--- config.mk ---
export PLATFORM = sky130hd
export DESIGN_NAME = minhash_signature_core
export DESIGN_NICKNAME = d
export VERILOG_FILES = /design/src/sv/msig_pkg.sv /design/src/sv/msig_cfg.sv /design/src/sv/msig_fold.sv /design/src/sv/msig_drain.sv /design/src/sv/minhash_signature_core.sv
export SDC_FILE = /design/constraint.sdc
export NUM_CORES = 2
export LEC_CHECK = 0
export ABC_AREA = 1
export BUFFER_PORTS_ARGS = -buffer_cell sky130_fd_sc_hd__buf_2
export CORE_UTILIZATION = 45
export CTS_BUF_LIST = sky130_fd_sc_hd__clkbuf_4 sky130_fd_sc_hd__clkbuf_8
export DETAILED_ROUTE_END_ITERATION = 16
export GPL_TIMING_DRIVEN = 0
export MAX_ROUTING_LAYER = met4
export SYNTH_ARGS = -nofsm -noshare
export SYNTH_HDL_FRONTEND = slang
export SYNTH_HIERARCHICAL = 1
export SYNTH_SLANG_ARGS = --single-unit
--- constraint.sdc ---
create_clock -name clk_i -period 7.2 [get_ports clk_i]
set_input_delay 1.44 -clock clk_i [delete_from_list [all_inputs] [get_ports clk_i]]
set_output_delay 1.44 -clock clk_i [all_outputs]
set_load 0.1 [all_outputs]
--- src/sv/msig_pkg.sv ---
// Shared types and constants for the MinHash signature core.
package msig_pkg;

  localparam int unsigned SEED_NUM = 8;
  localparam int unsigned SEED_W   = 31;
  localparam int unsigned HASH_W   = 32;
  localparam int unsigned ADDR_W   = $clog2(SEED_NUM) + 2;
  localparam int unsigned SIDX_W   = $clog2(SEED_NUM);

  localparam logic [HASH_W-1:0]        HASH_INIT = 32'd5381;
  localparam logic signed [HASH_W-1:0] MIN_RESET = 32'sh7FFF_FFFF;

  // request codes
  localparam logic [1:0] REQ_CHAR    = 2'd0;
  localparam logic [1:0] REQ_SHINGLE = 2'd1;
  localparam logic [1:0] REQ_DOC     = 2'd2;

  typedef struct packed {
    logic [1:0] req_type;
    logic [7:0] char_code;
  } in_item_t;

  typedef struct packed {
    logic signed [HASH_W-1:0] min_value;
    logic [2:0]               hash_index;
    logic                     empty_doc;
    logic                     last;
  } out_item_t;

  // fold -> drain snapshot control
  typedef struct packed {
    logic load;
    logic empty;
  } snap_ctl_t;

endpackage

--- src/sv/msig_cfg.sv ---
// APB seed register file.
module msig_cfg (
  input  logic                           clk_i,
  input  logic                           rst_ni,
  input  logic                           psel,
  input  logic                           penable,
  input  logic                           pwrite,
  input  logic [msig_pkg::ADDR_W-1:0]    paddr,
  input  logic [31:0]                    pwdata,
  output logic [31:0]                    prdata,
  output logic                           pready,
  output logic [msig_pkg::SEED_W-1:0]    seeds_o [msig_pkg::SEED_NUM]
);
  import msig_pkg::*;

  logic [SEED_W-1:0] seed_q [SEED_NUM];
  logic [SIDX_W-1:0] idx;
  logic              wr_en;

  assign idx   = paddr[ADDR_W-1:2];
  assign wr_en = psel && penable && pwrite;

  always_ff @(posedge clk_i or negedge rst_ni) begin
    if (!rst_ni) begin
      for (int i = 0; i < SEED_NUM; i++) seed_q[i] <= '0;
    end else if (wr_en) begin
      seed_q[idx] <= pwdata[SEED_W-1:0];
    end
  end

  assign prdata  = {1'b0, seed_q[idx]};
  assign pready  = 1'b1;
  assign seeds_o = seed_q;

endmodule

--- src/sv/msig_fold.sv ---
// Running djb2 hash, per-seed minimum bank and shingle flag.
module msig_fold #(
  parameter int unsigned NUM_HASHES = 8
) (
  input  logic                              clk_i,
  input  logic                              rst_ni,
  input  logic                              xfer_i,
  input  msig_pkg::in_item_t                item_i,
  input  logic [msig_pkg::SEED_W-1:0]       seeds_i [msig_pkg::SEED_NUM],
  output logic signed [msig_pkg::HASH_W-1:0] mins_o [NUM_HASHES],
  output msig_pkg::snap_ctl_t               snap_o
);
  import msig_pkg::*;

  logic [HASH_W-1:0]        hash_q, hash_d;
  logic signed [HASH_W-1:0] min_q [NUM_HASHES];
  logic signed [HASH_W-1:0] min_d [NUM_HASHES];
  logic signed [HASH_W-1:0] mixed [NUM_HASHES];
  logic                     have_q, have_d;

  always_comb begin
    for (int j = 0; j < NUM_HASHES; j++) begin
      mixed[j] = $signed(hash_q ^ {1'b0, seeds_i[j]});
    end
  end

  always_comb begin
    hash_d = hash_q;
    have_d = have_q;
    min_d  = min_q;
    snap_o = '0;
    if (xfer_i) begin
      case (item_i.req_type)
        REQ_CHAR: begin
          if (item_i.char_code != 8'd0) begin
            hash_d = (hash_q << 5) + hash_q + {24'd0, item_i.char_code};
          end
        end
        REQ_SHINGLE: begin
          for (int j = 0; j < NUM_HASHES; j++) begin
            if (mixed[j] < min_q[j]) min_d[j] = mixed[j];
          end
          have_d = 1'b1;
          hash_d = HASH_INIT;
        end
        REQ_DOC: begin
          snap_o.load  = 1'b1;
          snap_o.empty = !have_q;
          for (int j = 0; j < NUM_HASHES; j++) min_d[j] = MIN_RESET;
          have_d = 1'b0;
          hash_d = HASH_INIT;
        end
        default: ;  // unused code: no effect
      endcase
    end
  end

  always_ff @(posedge clk_i or negedge rst_ni) begin
    if (!rst_ni) begin
      hash_q <= HASH_INIT;
      have_q <= 1'b0;
      for (int j = 0; j < NUM_HASHES; j++) min_q[j] <= MIN_RESET;
    end else begin
      hash_q <= hash_d;
      have_q <= have_d;
      min_q  <= min_d;
    end
  end

  // minimums stay at MIN_RESET while no shingle has closed
  assign mins_o = min_q;

endmodule

--- src/sv/msig_drain.sv ---
// Signature snapshot buffer, shifted out one result per transfer.
module msig_drain #(
  parameter int unsigned NUM_HASHES = 8
) (
  input  logic                               clk_i,
  input  logic                               rst_ni,
  input  msig_pkg::snap_ctl_t                snap_i,
  input  logic signed [msig_pkg::HASH_W-1:0] mins_i [NUM_HASHES],
  output logic                               free_o,
  output logic                               out_valid_o,
  input  logic                               out_ready_i,
  output msig_pkg::out_item_t                out_data_o
);
  import msig_pkg::*;

  localparam int unsigned IdxW = (NUM_HASHES > 1) ? $clog2(NUM_HASHES) : 1;
  localparam logic [IdxW-1:0] LastIdx = IdxW'(NUM_HASHES - 1);

  logic signed [HASH_W-1:0] buf_q [NUM_HASHES];
  logic                     empty_q;
  logic                     busy_q;
  logic [IdxW-1:0]          cnt_q;
  logic                     xfer, xfer_last;

  assign xfer      = busy_q && out_ready_i;
  assign xfer_last = xfer && (cnt_q == LastIdx);
  // a new snapshot may land in the cycle the previous final result leaves
  assign free_o    = !busy_q || xfer_last;

  always_ff @(posedge clk_i or negedge rst_ni) begin
    if (!rst_ni) begin
      busy_q <= 1'b0;
      cnt_q  <= '0;
    end else if (snap_i.load) begin
      busy_q <= 1'b1;
      cnt_q  <= '0;
    end else if (xfer_last) begin
      busy_q <= 1'b0;
      cnt_q  <= '0;
    end else if (xfer) begin
      cnt_q <= cnt_q + 1'b1;
    end
  end

  always_ff @(posedge clk_i) begin
    if (snap_i.load) begin
      buf_q   <= mins_i;
      empty_q <= snap_i.empty;
    end else if (xfer) begin
      for (int i = 0; i + 1 < NUM_HASHES; i++) buf_q[i] <= buf_q[i+1];
    end
  end

  assign out_valid_o           = busy_q;
  assign out_data_o.min_value  = buf_q[0];
  assign out_data_o.hash_index = 3'(cnt_q);
  assign out_data_o.empty_doc  = empty_q;
  assign out_data_o.last       = (cnt_q == LastIdx);

endmodule

--- src/sv/minhash_signature_core.sv ---
// MinHash signature core: djb2 shingle hashing, per-seed minimums, signature drain.
// Throughput: one input item per cycle; a document close waits until the previous one's
// final result transfers. Character and shingle-close transfers update state in the cycle
// they are accepted. A document close shows the first of its NUM_HASHES results on the next
// cycle, the rest one per cycle from a single snapshot buffer while out_ready_i is high.
// Reset (rst_ni low, async): seeds 0, hash 5381, minimums 2147483647, no output pending.
module minhash_signature_core #(
  parameter int unsigned NUM_HASHES = 8
) (
  input  logic                          clk_i,
  input  logic                          rst_ni,
  // input item channel
  input  logic                          in_valid_i,
  output logic                          in_ready_o,
  input  msig_pkg::in_item_t            in_data_i,
  // result channel
  output logic                          out_valid_o,
  input  logic                          out_ready_i,
  output msig_pkg::out_item_t           out_data_o,
  // APB seed registers
  input  logic                          psel,
  input  logic                          penable,
  input  logic                          pwrite,
  input  logic [msig_pkg::ADDR_W-1:0]   paddr,
  input  logic [31:0]                   pwdata,
  output logic [31:0]                   prdata,
  output logic                          pready
);
  import msig_pkg::*;

  logic [SEED_W-1:0]        seeds [SEED_NUM];
  logic signed [HASH_W-1:0] mins  [NUM_HASHES];
  snap_ctl_t                snap;
  logic                     buf_free;
  logic                     in_xfer;
  logic                     is_doc;

  // Only a document close needs the snapshot buffer; every other request
  // is taken each cycle, even while a signature drains.
  assign is_doc     = (in_data_i.req_type == REQ_DOC);
  assign in_ready_o = !is_doc || buf_free;
  assign in_xfer    = in_valid_i && in_ready_o;

  msig_cfg u_cfg (
    .clk_i   (clk_i),
    .rst_ni  (rst_ni),
    .psel    (psel),
    .penable (penable),
    .pwrite  (pwrite),
    .paddr   (paddr),
    .pwdata  (pwdata),
    .prdata  (prdata),
    .pready  (pready),
    .seeds_o (seeds)
  );

  // hash fold and minimum bank; all comparators update together on a shingle close
  msig_fold #(
    .NUM_HASHES (NUM_HASHES)
  ) u_fold (
    .clk_i   (clk_i),
    .rst_ni  (rst_ni),
    .xfer_i  (in_xfer),
    .item_i  (in_data_i),
    .seeds_i (seeds),
    .mins_o  (mins),
    .snap_o  (snap)
  );

  // signature buffer; result 0 sits at the head, later ones shift toward the head per transfer
  msig_drain #(
    .NUM_HASHES (NUM_HASHES)
  ) u_drain (
    .clk_i       (clk_i),
    .rst_ni      (rst_ni),
    .snap_i      (snap),
    .mins_i      (mins),
    .free_o      (buf_free),
    .out_valid_o (out_valid_o),
    .out_ready_i (out_ready_i),
    .out_data_o  (out_data_o)
  );

  // a document close always starts a fresh run at index 0
  a_doc_starts_run: assert property (@(posedge clk_i) disable iff (!rst_ni)
    in_xfer && is_doc |=> out_valid_o && (out_data_o.hash_index == 3'd0))
    else $error("document close did not start a result run");

  // last flag only on the final seed
  a_last_index: assert property (@(posedge clk_i) disable iff (!rst_ni)
    out_valid_o && out_data_o.last |-> (out_data_o.hash_index == 3'(NUM_HASHES - 1)))
    else $error("last flag on wrong seed index");

  // an empty document reports the reset minimum
  a_empty_value: assert property (@(posedge clk_i) disable iff (!rst_ni)
    out_valid_o && out_data_o.empty_doc |-> (out_data_o.min_value == MIN_RESET))
    else $error("empty document with non-reset minimum");

  // snapshot never overwrites a run that is still draining
  a_no_overrun: assert property (@(posedge clk_i) disable iff (!rst_ni)
    snap.load && out_valid_o |-> out_ready_i && out_data_o.last)
    else $error("signature snapshot overran pending results");

endmodule

Word level (Yosys, flattened, before mapping)
Index checks and enable logic that the tools add are counted.

Flip-flop bits (word level): 798. Bits in latches: 0. Memory bits (writable): 0. ROM bits: 0. Bits of input ports: 54. Output and inout port bits: 72. Memories: 0.

Add/sub/neg operators: 3. Multipliers: 0. Div/mod/pow operators: 0. Magnitude comparators: 10. Equal/unequal tests: 12. Shift operators: 0. Muxes and demuxes: 27. Bitwise operators: 9. Reductions and logical operators: 30.

Operator list (number): $pmux W256 S2 (1); $mux W224 (2); $mux W32 (9); $lt A32 B32 Y1 (8); $xor A32 B31 Y32 (8); $bwmux W248 (1); $bmux W31 S3 (1); $demux W31 S3 (1); $mux W31 (3); $pmux W32 S2 (1); $add A32 B32 Y32 (1); $add A32 B8 Y32 (1); $reduce_and A3 Y1 (9); $ne A2 B1 Y1 const B (9); $mux W3 (3); $reduce_bool A2 Y1 (4); $reduce_bool A8 Y1 (1); $logic_and A1 B1 Y1 (6); $ge A4 B4 Y1 const B (1); $lt A4 B1 Y1 const B (1); $mux W2 (2); $not A3 Y4 (1); $reduce_and A2 Y1 (2); $add A3 B1 Y3 const B (1); other kinds (10) (14).

Depth between registers and ports, before layout
Depth after elaboration: 7. Gate-level depth with buffers: 21.

Modules after synthesis
Netlist, hierarchy kept.

Modules (own cells, without submodules): msig_fold (instances 1, cells an instance 3667, area an instance 27008.4 µm²); msig_cfg (instances 1, cells an instance 1716, area an instance 12201.7 µm²); msig_drain (instances 1, cells an instance 1038, area an instance 11013.1 µm²); minhash_signature_core (instances 1, cells an instance 5, area an instance 25.0 µm²).

Worst setup path after synthesis
Ideal clock, no wire load.

Path kind: register -> register. Start: register u_drain.cnt_q[0]. End: register u_drain/buf_q[100] (netlist name) (enable). Setup time: 0.595 ns. Arrival: 8.998 ns. Data required time: 6.605 ns. Path slack: -2.392 ns. Stages on the path, launching flop included: 15. Buffers on the path: 2. Clock period less this slack: 9.592 ns. Cells stage by stage: dfrtp_1 > ha_1 > ha_1 > nand3_1 > nand2_1 > inv_1 > nand3_2 > nand2_1 > inv_1 > nand2_1 > inv_1 > buf_4 > inv_4 > buf_2 > nand2_1.

RTL lines: start: declaration (RTL line msig_drain.sv:22) `logic [IdxW-1:0] cnt_q;`; start signal: assignment (RTL line msig_drain.sv:41) `cnt_q <= cnt_q + 1'b1;`; end signal: assignment (RTL line msig_drain.sv:47) `buf_q <= mins_i;`; end: declaration (RTL line msig_drain.sv:19) `logic signed [HASH_W-1:0] buf_q [NUM_HASHES];`.

Worst setup path after layout
Start: input port paddr[2] (netlist name). End: output port prdata[18].

Longest elaborated chain between the ends: 4.

Ends and longest elaborated chain: start: declaration (RTL line minhash_signature_core.sv:24) `input logic [msig_pkg::ADDR_W-1:0] paddr,`; $not A3 Y4 (implied by the code) (RTL line msig_cfg.sv:31) `assign prdata = {1'b0, seed_q[idx]};`; $bmux W31 S3 (RTL line msig_cfg.sv:31); $mux W31 (implied by the code) (2 in series) (RTL line msig_cfg.sv:31); end: declaration (RTL line minhash_signature_core.sv:26) `output logic [31:0] prdata,`.

Every way passes these cells. The select of a mux whose other input is x is not followed.

==> impl_metrics.env <==
export IMPL_grt_pass1_wl_um=257000
export IMPL_cts_max_path_buffers=3
export IMPL_antenna_left=0
export IMPL_drive_gt1_frac=0.230
export IMPL_outcome="finished, final reports clean"
export IMPL_hpwlAfterDp_um=139000
export IMPL_max_freq_mhz=186
export IMPL_die_w_um=336
export IMPL_wl_met1_um=75000
export IMPL_required_ns=5.76
export IMPL_synth_top_area_share=0.190
export IMPL_slew_limit_headroom=0.127
export IMPL_drt_iter0_markers=3650
export IMPL_critPathSlowestCell="clkbuf_1"
export IMPL_synth_area_leaders="nand2_1 (19%), edfxtp_1 (15%), dfrtp_1 (14%)"
export IMPL_power_total_mw=23.1
export IMPL_min_period_ns=5.38
export IMPL_finalWorstSetupSlack_ns=1.82
export IMPL_route_detailed_drc=0
export IMPL_grt_max_degree=113
export IMPL_ys_types=54
export IMPL_final_cells=8328
export IMPL_cts_hold_buffers=0
export IMPL_period_share=0.747
export IMPL_start_util=0.454
export IMPL_nNetsFinal=7069
export IMPL_vias=43376
export IMPL_antenna_found_initial=13
export IMPL_syn_nets=6795
export IMPL_max_cap_viol_count=0
export IMPL_synth_main_ff_cell="dfrtp_1"
export IMPL_rows=122
export IMPL_hold_viol_final=0
export IMPL_cts_tree="yes"
export IMPL_grtUsageTotal=0.316
export IMPL_worstPathArrival_ns=3.94
export IMPL_cts_buffers=145
export IMPL_dpl_cell_area_sq_um=52900
export IMPL_grt_ovfl_total=0
export IMPL_routabilityCongestion=0.978
export IMPL_path_delay_family="buffers and inverters"
export IMPL_fillers=10713
export IMPL_timing_critical_path_mode_cell="nand2_1"
export IMPL_dieArea_sq_um=113000
export IMPL_slowest_delay_ns=0.72
export IMPL_p_leak_nw=28.6
export IMPL_cp_max_fo=10
export IMPL_multi_input_area_sq_um=25000
export IMPL_synth_yosys_warnings=6
export IMPL_wl_met2_um=79100
export IMPL_synthCells=6426
export IMPL_clkSlewWorstSetupHoldPaths_ns=0.06
export IMPL_ctsHtreeMaxLevel=4
export IMPL_setup_viol=0
export IMPL_ff_latch_area_sq_um=21600
export IMPL_timing_rr_start="u_drain/cnt_q[0]$_DFFE_PN0P_"
export IMPL_end_kind="output pin"
export IMPL_rsz0062_at_grt="false"
export IMPL_dp_slack_ns=1.43
export IMPL_die_h_um=336
export IMPL_wl_met3_um=13700
export IMPL_yosys_area_top_type="nand2_1"
export IMPL_min_from="u_fold/mins_o[201]$_DFFE_PN1P_"
export IMPL_fin_worst_skew_ns=0.0284
export IMPL_highest_layer="met4"
export IMPL_via_per_inst=5.21
export IMPL_clockRootBuffer="clkbuf_8"
export IMPL_synth_commonest_cells="nand2_1 (2548), nand3_1 (542), nand2_2 (440)"
export IMPL_ir_worst_vdd_uv=199
export IMPL_syn_avg_cell_area_sq_um=7.82
export IMPL_port_buffers=119
export IMPL_hp_class="reg -> reg"
export IMPL_crit_type="in -> out"
export IMPL_startpoint_type="input port"
export IMPL_firstDrtPassIters=8
export IMPL_synth_most_common_cell="nand2_1"
export IMPL_slew_viol_final=0
export IMPL_core_area_sq_um=111000
export IMPL_seq_area_frac_synth=0.429
export IMPL_crit_buf_inv=4
export IMPL_pin_count=126
export IMPL_grt_pass1_vias=41864
export IMPL_worst_pin_slew_ns=1.31
export IMPL_final_cell_area_sq_um=56100
export IMPL_ys_seq_elements=798
export IMPL_wl_per_cell_um=20.8
export IMPL_area_growth_pct=11.6
export IMPL_p_per_area_nw_per_um2=413
export IMPL_syn_area_sq_um=50200
export IMPL_cp_cell_sequence="buf_2, buf_2, clkbuf_1, nand2_1, nand2_1, nand2_1, nand2_1, nand2_1, nand2_1, buf_2"
export IMPL_synth_edf_count=257
export IMPL_cts_sinks=798
export IMPL_dp_cells=8041
export IMPL_startpoint="paddr[2]"
export IMPL_wl_um=173000
export IMPL_synth_async_reset_ratio=0.678
export IMPL_post_cts_buffers=0
export IMPL_cts_resized=0
export IMPL_clock_latency_ns=0.84
## worst reg2reg max path, delay by kind of cell (launching register included)
kind / cells / cell delay (ns)
DFF: 1 / 0.39
buffers and inverters: 8 / 2.64
adders and majority gates: 2 / 0.37
and+or+nand+nor: 6 / 1.00
## sequential cells by signal, summed over array words and instances (netlist names)
| name | flops |
|---|---|
| u_fold/have_q | 1 |
| u_drain/empty_q | 1 |
| u_cfg/seeds_o | 248 |
| u_fold/hash_q | 32 |
| u_drain/buf_q | 224 |
| u_fold/mins_o | 256 |
| u_drain/cnt_q | 3 |
| u_drain/out_valid_o | 1 |
| u_drain/out_data_o | 32 |
## logic make-up (layout without fill, tap and decap cells)
| kind of cell | after synthesis | in the layout | share of synthesized area |
|---|---|---|---|
| other | 2 | 21 | 0.000149 |
| adders and majority gates | 315 | 315 | 0.0790 |
| and+or+nand+nor | 3981 | 3981 | 0.356 |
| buffers and inverters | 756 | 1151 | 0.0744 |
| DFF | 798 | 798 | 0.429 |
| xor gates and xnor gates | 10 | 10 | 0.00174 |
| AOI/OAI and AO/OA | 564 | 564 | 0.0597 |
## routing by layer
layer,track usage,vias to the layer above
met5,-,-
li1,-,21238
met4,0.112,0
met1,0.413,20368
met2,0.494,1480
met3,0.0540,290
## worst paths after layout
check | slack (ns) | cells past startpoint | to
worst max-delay path | 1.82 | 10 | prdata[18]
worst min-delay path | 0.47 | 2 | u_fold/mins_o[201]$_DFFE_PN1P_
worst max register to register | 2.09 | 16 | u_drain/buf_q[94]$_DFFE_PP_
min in group asynchronous | 0.57 | 1 | u_drain/cnt_q[1]$_DFFE_PN0P_
worst min register to register | 0.47 | 2 | u_fold/mins_o[201]$_DFFE_PN1P_
max in group asynchronous | 5.10 | 3 | u_fold/hash_q[1]$_DFFE_PN0P_
## cell usage in the layout, fill, tap and decap left out, types with 19 or more instances in the layout
cell / instances
diode_2: 19
clkbuf_8: 179
buf_12: 24
nor2_1: 113
nand2_2: 440
dfstp_2: 253
a21oi_1: 190
edfxtp_1: 257
clkbuf_4: 62
or2_2: 241
nand3_1: 542
clkbuf_1: 133
o21ai_0: 290
inv_1: 408
ha_1: 311
dfrtp_1: 288
buf_4: 100
nand2_1: 2547
buf_2: 176
## metrics by stage
step,setup TNS [ns],hold slack [ns],util
floorplan,0,0.447,-
detailed placement,0,0.461,0.478
global placement,-3153.29,0.458,0.476
finish,0,0.467,0.507
CTS,0,0.472,0.506
global route,0,0.480,0.507
## power breakdown
| part | total, mW | internal [mW] | leakage (nW) | switching [mW] |
|---|---|---|---|---|
| Combinational | 10.4 | 3.60 | 18.1 | 6.85 |
| Clock | 4.62 | 2.62 | 1.65 | 2.00 |
| Sequential | 8.07 | 6.80 | 8.88 | 1.27 |
## layout make-up
class,instances,share of cell area
clock buffers,240,0.0520
diodes,19,0.000848
inverters,417,0.0282
clock inverters,28,0.00339
multi-input cells,4872,0.445
plain buffers,339,0.0385
well taps,1488,0.0332
repair buffers,127,0.0145
flip-flops and latches,798,0.385
(Power assumes the default switching activity.)
